$ cat src/hw/rtl/mtx_pkg.sv
// ----------------------------------------------------------------------------
// mtx_pkg
// Shared sizes, field positions and codes of the mutex table core.
// ----------------------------------------------------------------------------
package mtx_pkg;

   localparam int MaxMutexes = 16;
   localparam int MaxThreads = 16;

   localparam int MutexW   = $clog2(MaxMutexes);
   localparam int ThreadW  = $clog2(MaxThreads);
   localparam int AllocW   = MutexW + 1;
   localparam int CmdW     = 2;
   localparam int StatusW  = 3;
   localparam int CountW   = 7;
   localparam int CountSat = 127;

   // Request word layout, lowest bit first.
   localparam int ReqFieldW = CmdW + MutexW + ThreadW;
   localparam int ReqDataW  = ((ReqFieldW + 7) / 8) * 8;

   // Response word layout, lowest bit first.
   localparam int RspStatusLo  = 0;
   localparam int RspGrantedLo = RspStatusLo + StatusW;
   localparam int RspNewLo     = RspGrantedLo + 1;
   localparam int RspCountLo   = RspNewLo + MutexW;
   localparam int RspPairALo   = RspCountLo + CountW;
   localparam int RspPairBLo   = RspPairALo + MutexW;
   localparam int RspFieldW    = RspPairBLo + MutexW;
   localparam int RspDataW     = ((RspFieldW + 7) / 8) * 8;

   typedef enum logic [CmdW-1:0] {
      CMD_CREATE  = 2'd0,
      CMD_LOCK    = 2'd1,
      CMD_UNLOCK  = 2'd2,
      CMD_DESTROY = 2'd3
   } cmd_type;

   typedef enum logic [StatusW-1:0] {
      STATUS_OK        = 3'd0,
      STATUS_NO_SPACE  = 3'd1,
      STATUS_NOT_OWNER = 3'd2,
      STATUS_BUSY      = 3'd3,
      STATUS_BAD_ID    = 3'd4
   } status_type;

endpackage

$ cat src/hw/rtl/mutex_table_with_deadlock_check_core.sv
// ----------------------------------------------------------------------------
// mutex_table_with_deadlock_check_core
// Lock table with create, lock, unlock and destroy commands and a pairwise
// mutual-wait scan that runs before every lock that passes the id checks.
// ----------------------------------------------------------------------------
//
//   channel | direction | handshake                | payload
//   --------+-----------+--------------------------+-----------------------------
//   req_    | in        | req_tvalid / req_tready  | command, mutex, thread
//   rsp_    | out       | rsp_tvalid / rsp_tready  | status, granted, new mutex,
//           |           |                          | deadlock count, first pair
//
// A word is taken on the request side only while the sequencer is idle.
// A lock on an allocated mutex walks the table one row per cycle through a
// single shared row compare unit, in a scan step that lies between the
// accept and finish steps; every other command goes from the accept step
// straight to the finish step. The response sits in an output register,
// so a new request word may be accepted while the previous response waits;
// the sequencer then holds in its finish step until the output register
// frees up. Reset is synchronous and active high; it empties the table,
// clears all waiting bits and drops the response valid.
//
module mutex_table_with_deadlock_check_core (
   input  logic                         clock,
   input  logic                         reset,
   input  logic                         req_tvalid,
   output logic                         req_tready,
   // [1:0] command, [5:2] mutex_index, [9:6] thread_index, upper bits zero
   input  logic [mtx_pkg::ReqDataW-1:0] req_tdata,
   output logic                         rsp_tvalid,
   input  logic                         rsp_tready,
   // [2:0] status, [3] granted, [7:4] new_mutex, [14:8] deadlock_count,
   // [18:15] first_pair_a, [22:19] first_pair_b, upper bits zero
   output logic [mtx_pkg::RspDataW-1:0] rsp_tdata
);

   typedef enum logic [2:0] {
      SEQ_IDLE = 3'b001,
      SEQ_SCAN = 3'b010,
      SEQ_DONE = 3'b100
   } seq_type;

   localparam int MW = mtx_pkg::MutexW;
   localparam int TW = mtx_pkg::ThreadW;
   localparam int NM = mtx_pkg::MaxMutexes;
   localparam int NT = mtx_pkg::MaxThreads;
   localparam int CW = mtx_pkg::CountW;
   localparam int AW = mtx_pkg::AllocW;

   // Sequencer and captured request.
   seq_type                 state_ff, state_in;
   mtx_pkg::cmd_type        cmd_ff, cmd_in;
   logic [MW-1:0]           mutex_ff, mutex_in;
   logic [TW-1:0]           thread_ff, thread_in;

   // Table state.
   logic [AW-1:0]           alloc_ff, alloc_in;
   logic [NM-1:0]           held_ff, held_in;
   logic [TW-1:0]           holder_ff [NM];
   logic [TW-1:0]           holder_in [NM];
   logic [NT-1:0]           wait_ff [NM];
   logic [NT-1:0]           wait_in [NM];

   // Scan progress.
   logic [MW-1:0]           row_ff, row_in;
   logic [CW-1:0]           count_ff, count_in;
   logic                    found_ff, found_in;
   logic [MW-1:0]           pair_a_ff, pair_a_in;
   logic [MW-1:0]           pair_b_ff, pair_b_in;

   // Output register.
   logic                    rsp_valid_ff, rsp_valid_in;
   logic [mtx_pkg::RspDataW-1:0] rsp_data_ff, rsp_data_in;

   // Shared row compare unit and finish-step decode.
   logic                    row_live;
   logic [TW-1:0]           row_holder;
   logic [NT-1:0]           row_wait;
   logic [NM-1:0]           pair_vec;
   logic [MW-1:0]           first_col;
   logic [CW:0]             count_sum;
   logic                    finish;
   logic                    id_ok;
   logic                    thread_ok;
   mtx_pkg::status_type     status;
   logic                    granted;
   logic [MW-1:0]           new_mutex;
   logic                    scanned;

   assign req_tready = (state_ff == SEQ_IDLE);
   assign rsp_tvalid = rsp_valid_ff;
   assign rsp_tdata  = rsp_data_ff;

   // The row under scan is compared against every higher row at once: a pair
   // counts when both mutexes are held by different threads and each holder
   // waits on the other's mutex.
   always_comb begin
      row_live   = (AW'(row_ff) < alloc_ff) && held_ff[row_ff];
      row_holder = holder_ff[row_ff];
      row_wait   = wait_ff[row_ff];
      for (int j = 0; j < NM; j++) begin
         pair_vec[j] = row_live && (MW'(j) > row_ff) && (AW'(j) < alloc_ff)
                       && held_ff[j] && (holder_ff[j] != row_holder)
                       && row_wait[holder_ff[j]] && wait_ff[j][row_holder];
      end
      first_col = '0;
      for (int j = NM - 1; j >= 0; j--) begin
         if (pair_vec[j]) begin
            first_col = MW'(j);
         end
      end
      count_sum = (CW + 1)'(count_ff) + (CW + 1)'($countones(pair_vec));
   end

   // Outcome of the captured command against the table as it stands.
   always_comb begin
      finish    = (state_ff == SEQ_DONE) && (!rsp_valid_ff || rsp_tready);
      id_ok     = (AW'(mutex_ff) < alloc_ff);
      thread_ok = ((TW + 1)'(thread_ff) < (TW + 1)'(NT));
      status    = mtx_pkg::STATUS_OK;
      granted   = 1'b0;
      new_mutex = '0;
      scanned   = 1'b0;
      case (cmd_ff)
         mtx_pkg::CMD_CREATE: begin
            if (alloc_ff >= AW'(NM)) begin
               status = mtx_pkg::STATUS_NO_SPACE;
            end else begin
               new_mutex = alloc_ff[MW-1:0];
            end
         end
         mtx_pkg::CMD_DESTROY: begin
            if (!id_ok) begin
               status = mtx_pkg::STATUS_BAD_ID;
            end else if (held_ff[mutex_ff]) begin
               status = mtx_pkg::STATUS_BUSY;
            end
         end
         mtx_pkg::CMD_LOCK: begin
            if (!id_ok || !thread_ok) begin
               status = mtx_pkg::STATUS_BAD_ID;
            end else begin
               scanned = 1'b1;
               granted = !held_ff[mutex_ff] || (holder_ff[mutex_ff] == thread_ff);
            end
         end
         mtx_pkg::CMD_UNLOCK: begin
            if (!id_ok || !thread_ok) begin
               status = mtx_pkg::STATUS_BAD_ID;
            end else if (!held_ff[mutex_ff] || holder_ff[mutex_ff] != thread_ff) begin
               status = mtx_pkg::STATUS_NOT_OWNER;
            end
         end
         default: begin
            status = mtx_pkg::STATUS_BAD_ID;
         end
      endcase
   end

   always_comb begin
      state_in     = state_ff;
      cmd_in       = cmd_ff;
      mutex_in     = mutex_ff;
      thread_in    = thread_ff;
      alloc_in     = alloc_ff;
      held_in      = held_ff;
      holder_in    = holder_ff;
      wait_in      = wait_ff;
      row_in       = row_ff;
      count_in     = count_ff;
      found_in     = found_ff;
      pair_a_in    = pair_a_ff;
      pair_b_in    = pair_b_ff;
      rsp_valid_in = rsp_valid_ff;
      rsp_data_in  = rsp_data_ff;

      if (rsp_valid_ff && rsp_tready) begin
         rsp_valid_in = 1'b0;
      end

      case (state_ff)
         SEQ_IDLE: begin
            if (req_tvalid) begin
               cmd_in    = mtx_pkg::cmd_type'(req_tdata[mtx_pkg::CmdW-1:0]);
               mutex_in  = req_tdata[mtx_pkg::CmdW +: MW];
               thread_in = req_tdata[mtx_pkg::CmdW + MW +: TW];
               row_in    = '0;
               count_in  = '0;
               found_in  = 1'b0;
               pair_a_in = '0;
               pair_b_in = '0;
               // Only a lock that passes the id checks is scanned.
               if (cmd_in == mtx_pkg::CMD_LOCK
                   && (AW'(mutex_in) < alloc_ff)
                   && ((TW + 1)'(thread_in) < (TW + 1)'(NT))) begin
                  state_in = SEQ_SCAN;
               end else begin
                  state_in = SEQ_DONE;
               end
            end
         end
         SEQ_SCAN: begin
            count_in = (count_sum > (CW + 1)'(mtx_pkg::CountSat))
                       ? CW'(mtx_pkg::CountSat) : count_sum[CW-1:0];
            if (!found_ff && (pair_vec != '0)) begin
               found_in  = 1'b1;
               pair_a_in = row_ff;
               pair_b_in = first_col;
            end
            row_in = row_ff + 1'b1;
            if (row_ff == MW'(NM - 1)) begin
               state_in = SEQ_DONE;
            end
         end
         SEQ_DONE: begin
            if (finish) begin
               state_in     = SEQ_IDLE;
               rsp_valid_in = 1'b1;
               rsp_data_in  = '0;
               rsp_data_in[mtx_pkg::RspStatusLo +: mtx_pkg::StatusW] = status;
               rsp_data_in[mtx_pkg::RspGrantedLo] = granted;
               rsp_data_in[mtx_pkg::RspNewLo +: MW] = new_mutex;
               if (scanned) begin
                  rsp_data_in[mtx_pkg::RspCountLo +: CW] = count_ff;
                  rsp_data_in[mtx_pkg::RspPairALo +: MW] = pair_a_ff;
                  rsp_data_in[mtx_pkg::RspPairBLo +: MW] = pair_b_ff;
               end
               case (cmd_ff)
                  mtx_pkg::CMD_CREATE: begin
                     if (status == mtx_pkg::STATUS_OK) begin
                        held_in[new_mutex] = 1'b0;
                        wait_in[new_mutex] = '0;
                        alloc_in           = alloc_ff + 1'b1;
                     end
                  end
                  mtx_pkg::CMD_LOCK: begin
                     if (scanned) begin
                        if (!held_ff[mutex_ff]) begin
                           held_in[mutex_ff]   = 1'b1;
                           holder_in[mutex_ff] = thread_ff;
                        end else if (!granted) begin
                           wait_in[mutex_ff][thread_ff] = 1'b1;
                        end
                     end
                  end
                  mtx_pkg::CMD_UNLOCK: begin
                     if (status == mtx_pkg::STATUS_OK) begin
                        held_in[mutex_ff] = 1'b0;
                        wait_in[mutex_ff] = '0;
                     end
                  end
                  default: begin
                     // Destroy never changes the table.
                  end
               endcase
            end
         end
         default: begin
            state_in = SEQ_IDLE;
         end
      endcase
   end

   always_ff @(posedge clock) begin
      if (reset) begin
         state_ff     <= SEQ_IDLE;
         alloc_ff     <= '0;
         held_ff      <= '0;
         rsp_valid_ff <= 1'b0;
         for (int i = 0; i < NM; i++) begin
            wait_ff[i] <= '0;
         end
      end else begin
         state_ff     <= state_in;
         alloc_ff     <= alloc_in;
         held_ff      <= held_in;
         rsp_valid_ff <= rsp_valid_in;
         wait_ff      <= wait_in;
      end
   end

   always_ff @(posedge clock) begin
      cmd_ff      <= cmd_in;
      mutex_ff    <= mutex_in;
      thread_ff   <= thread_in;
      holder_ff   <= holder_in;
      row_ff      <= row_in;
      count_ff    <= count_in;
      found_ff    <= found_in;
      pair_a_ff   <= pair_a_in;
      pair_b_ff   <= pair_b_in;
      rsp_data_ff <= rsp_data_in;
   end

endmodule

$ cat config.mk
export PLATFORM = sky130hd
export DESIGN_NAME = mutex_table_with_deadlock_check_core
export DESIGN_NICKNAME = d
export VERILOG_FILES = /design/src/hw/rtl/mtx_pkg.sv /design/src/hw/rtl/mutex_table_with_deadlock_check_core.sv
export SDC_FILE = /design/constraint.sdc
export NUM_CORES = 1
export LEC_CHECK = 0
export ABC_CLOCK_PERIOD_IN_PS = 17740
export BUFFER_PORTS_ARGS = -buffer_cell sky130_fd_sc_hd__buf_4
export CAP_MARGIN = 15
export CORE_UTILIZATION = 40
export CTS_CLUSTER_DIAMETER = 80
export DETAILED_ROUTE_END_ITERATION = 6
export PLACE_DENSITY_LB_ADDON = 0.08
export SLEW_MARGIN = 10
export SYNTH_ARGS = -nofsm -noshare
export SYNTH_HDL_FRONTEND = slang
export SYNTH_SLANG_ARGS = --single-unit
$ cat constraint.sdc
create_clock -name clock -period 17.74 [get_ports clock]
set_input_delay 0.887 -clock clock [delete_from_list [all_inputs] [get_ports clock]]
set_output_delay 0.887 -clock clock [all_outputs]
set_load 0.03 [all_outputs]
==> metrics <==
Ys Warns 0; vias in the first global route 20100; post-route ant nets 0; status completed; Die ar. around 0.063 mm2; postcts setup bufs 0; detailed placement HPWL 70200 um; CP peak stage delay 0.84 ns; Leak about 10 nW; DRC errors left 0; cell taking the most area after synthesis dfxtp_1; start of the worst register-to-register path row_ff[3]; CP Class reg -> reg; Clock Pin Slew Worst Setup and Hold Paths 0.06 ns; Hold Vio Cnt, Final 0; Avg Synthesized Cell Area 10.5 um2; Worst Path Required 18.16 ns; Clock power frac a little over two fifths; clk root buf clkbuf_16; Initial Util 40.7%; final worst slack around 8.0 ns; routed wire length 101000 um; Seq pwr share 41.3%; Final Slew Violations 0; Die H 250 um; Placed Area 0.0255 mm2; endpoint class of the critical path flip-flop; first-pass GRT wire length roughly 150000 um; Pre-antenna DRT Iters 6; DR vias between 20000 and 25000; Final Cycle Share 54.8%; clk_skew 0.0248 ns; initial antenna violation count 2; family with the most delay on the worst path buffers and inverters; Skew-Pair Late Insertion Delay 0.61 ns; io pins 46; Cell variety after synth 84; crit path max fanout 53; final instance area approximately 0.027 mm2; asr flop ratio synth 0%; PostCTS Resize Cnt 0; share of post-route cells with drive strength above 1 around 18%; CP bufs+invs 6; H-tree depth 2; syn_nets 2402; global route overflow 0; cell area after synthesis 0.0246 mm2; minimum clock period about 9.7 ns; setup TNS 0 ns; Port Buffers 38; Startpoint Class flip-flop; MaxCap Viol Count 0; slew margin rel. between 20% and 30%; top_reg_cell synth dfxtp_1; slew of the pin with the lowest slew margin between 1 and 1.5 ns; Hold Crit Start req_tdata[7]; cell internal pwr 1.62 mW; Max Clock Freq 103 MHz; EDFF count, synth 117; Chip Width 250 um; RSZ-0062 raised after global routing false; GRT Overall Usage 31.7%; final setup vio count 0; Hold EP thread_ff[1]; post-place setup slack around 8.2 ns; FP Rows 90; clock sinks 398; ranking of synthesized cells by area dfxtp_1 23%, edfxtp_1 14%, mux4_2 12%; FF+latch count, synth a little under 400; setup slack, reg-to-reg 8.02 ns; Arr. time, crit path 10.14 ns; maximum clock path buffer count 3; via/cell ratio between 6 and 7; Layout area overhead 9.90%; gpl congestion around 1.0; sw frac 29.6%; worst hold margin 0.463 ns; Hold Buf Count CTS 0; Max IR drop VDD approximately 77 uV; Hold/Removal Path Class in -> reg; CTS buffer count 48; Logic pwr share between 10% and 20%; Worst R2R Path Depth 26; synthesized instance count 2343; initial DRC count approximately 2400; end of the worst register-to-register path count_ff[6]; largest net degree at the start of global routing 73; PD cells 85.0 mW/mm2; core area between 0.06 and 0.07 mm2; critical path's slowest cell buf_4; Most common cell on crit path fa_1; Min-Delay Path Depth 1; area fraction of the dominant cell type after synthesis roughly 23%; Routed WL per cell 32.5 um; Psw between 0.6 and 0.7 mW; Seq/Total Area, Yosys 37.1%; CTS tree built; final net count 2350
==> synth_stat cells, drive strengths merged, types with 28 or more instances <==
library cell  instances
buf                 102
clkbuf              119
a21oi                56
xnor2                73
nand3                52
mux4                133
ha                   28
nor2                156
nor2b                28
mux2                 39
mux2i               160
o21ai                43
a22o                264
nand2               186
dfxtp               281
nor3                 43
inv                  62
edfxtp              117
==> worst reg2reg max path: stages (launching register included) <==
cell,delay (ns)
edfxtp_1,0.32
buf_4,0.56
buf_4,0.87
nor2_1,0.46
a22o_1,0.35
nor3_1,0.16
buf_4,0.26
or2_4,0.16
buf_4,0.59
buf_4,0.81
mux2i_1,0.24
a32oi_1,0.30
nand3_1,0.30
a211o_1,0.49
fa_1,0.59
fa_1,0.44
fa_1,0.49
fa_1,0.51
fa_1,0.17
inv_1,0.07
fa_1,0.41
a21o_1,0.19
a21oi_1,0.23
nor2b_1,0.07
o21ai_0,0.21
nor3_1,0.07
a211oi_1,0.21
==> through the flow <==
| step | cells | power [mW] | util [%] |
|---|---|---|---|
| after global routing | 3112 | 2.35 | 44.7 |
| after CTS | 3112 | 2.30 | 44.7 |
| after floorplan | 2343 | 1.18 | - |
| final | 3113 | 2.30 | 44.7 |
| after global placement | 3023 | 1.31 | 42.1 |
| after detailed placement | 3023 | 1.31 | 42.1 |
==> power by group through the flow <==
stage	clock network [mW]	registers [mW]	logic (mW)
after floorplan	0	0.970	0.212
after global routing	1.05	0.949	0.358
final	1.00	0.949	0.348
after global placement	0	0.969	0.336
after detailed placement	0	0.969	0.338
after CTS	1.01	0.949	0.339
==> logic make-up (layout without fill, tap and decap cells) <==
logic type                 after synthesis  count (layout)  share of synthesized area [%]
xor gates and xnor gates                82              82                           2.91
and+or+nand+nor                        600             600                           12.4
buffers and inverters                  289             276                           5.58
DFF                                    398             398                           37.1
other                                    1               2                         0.0152
adders and majority gates               39              39                           2.32
muxes                                  332             332                           20.4
AOI/OAI and AO/OA                      602             602                           19.3
==> cell usage in the layout (no fill, tap or decap), drive strengths merged, types with 25 or more instances in the layout <==
master	Yosys	layout
and3	25	25
ha	28	28
mux4	133	133
a21oi	56	56
clkinv	6	26
mux2i	160	160
nor2b	28	28
edfxtp	117	117
xnor2	73	73
a211oi	27	27
dfxtp	281	281
nand2	186	186
inv	62	64
mux2	39	39
nor2	156	156
nand3	52	52
o21ai	43	43
nor3	43	43
clkbuf	119	63
a22o	264	264
buf	102	119
==> flip-flops by register name (all words and copies together) (netlist names) <==
name / flops
held_ff: 16
rsp_tvalid: 1
alloc_ff: 5
state_ff: 3
mutex_ff: 4
thread_ff: 4
row_ff: 4
rsp_tdata: 23
wait_ff: 256
found_ff: 1
pair_a_ff: 4
cmd_ff: 2
holder_ff: 64
pair_b_ff: 4
count_ff: 7
==> how the worst max path moves through the flow <==
stage | startpoint | endpoint | slack (ns) | cells past startpoint
3_3_place_gp | row_ff[3] | count_ff[6] | 8.31 | 26
4_1_cts | row_ff[3] | count_ff[6] | 8.15 | 26
6_report | row_ff[3] | count_ff[6] | 8.02 | 26
5_1_grt | row_ff[3] | count_ff[6] | 7.73 | 26
2_1_floorplan | row_ff[1] | count_ff[6] | 11.02 | 26
3_5_place_dp | row_ff[3] | count_ff[6] | 8.17 | 26
==> per-layer routing <==
layer,track usage [%],vias to the layer above,share of wire (%)
li1,-,8890,-
met1,42.7,10600,41
met2,48.3,1146,44
met3,6.99,238,9.4
met4,15.0,2,5.1
met5,0,-,0.0079
==> final cells by class <==
| cell class | instances | area, um2 |
|---|---|---|
| clock inverter | 26 | 228 |
| timing repair buffer | 119 | 893 |
| multi-input combinational | 1656 | 14200 |
| inverter | 68 | 255 |
| tap | 782 | 978 |
| clock buffer | 63 | 1360 |
| fill | 5744 | 33500 |
| sequential | 398 | 9140 |
| antenna | 1 | 2.50 |
Power figures use the tool's default switching activity.
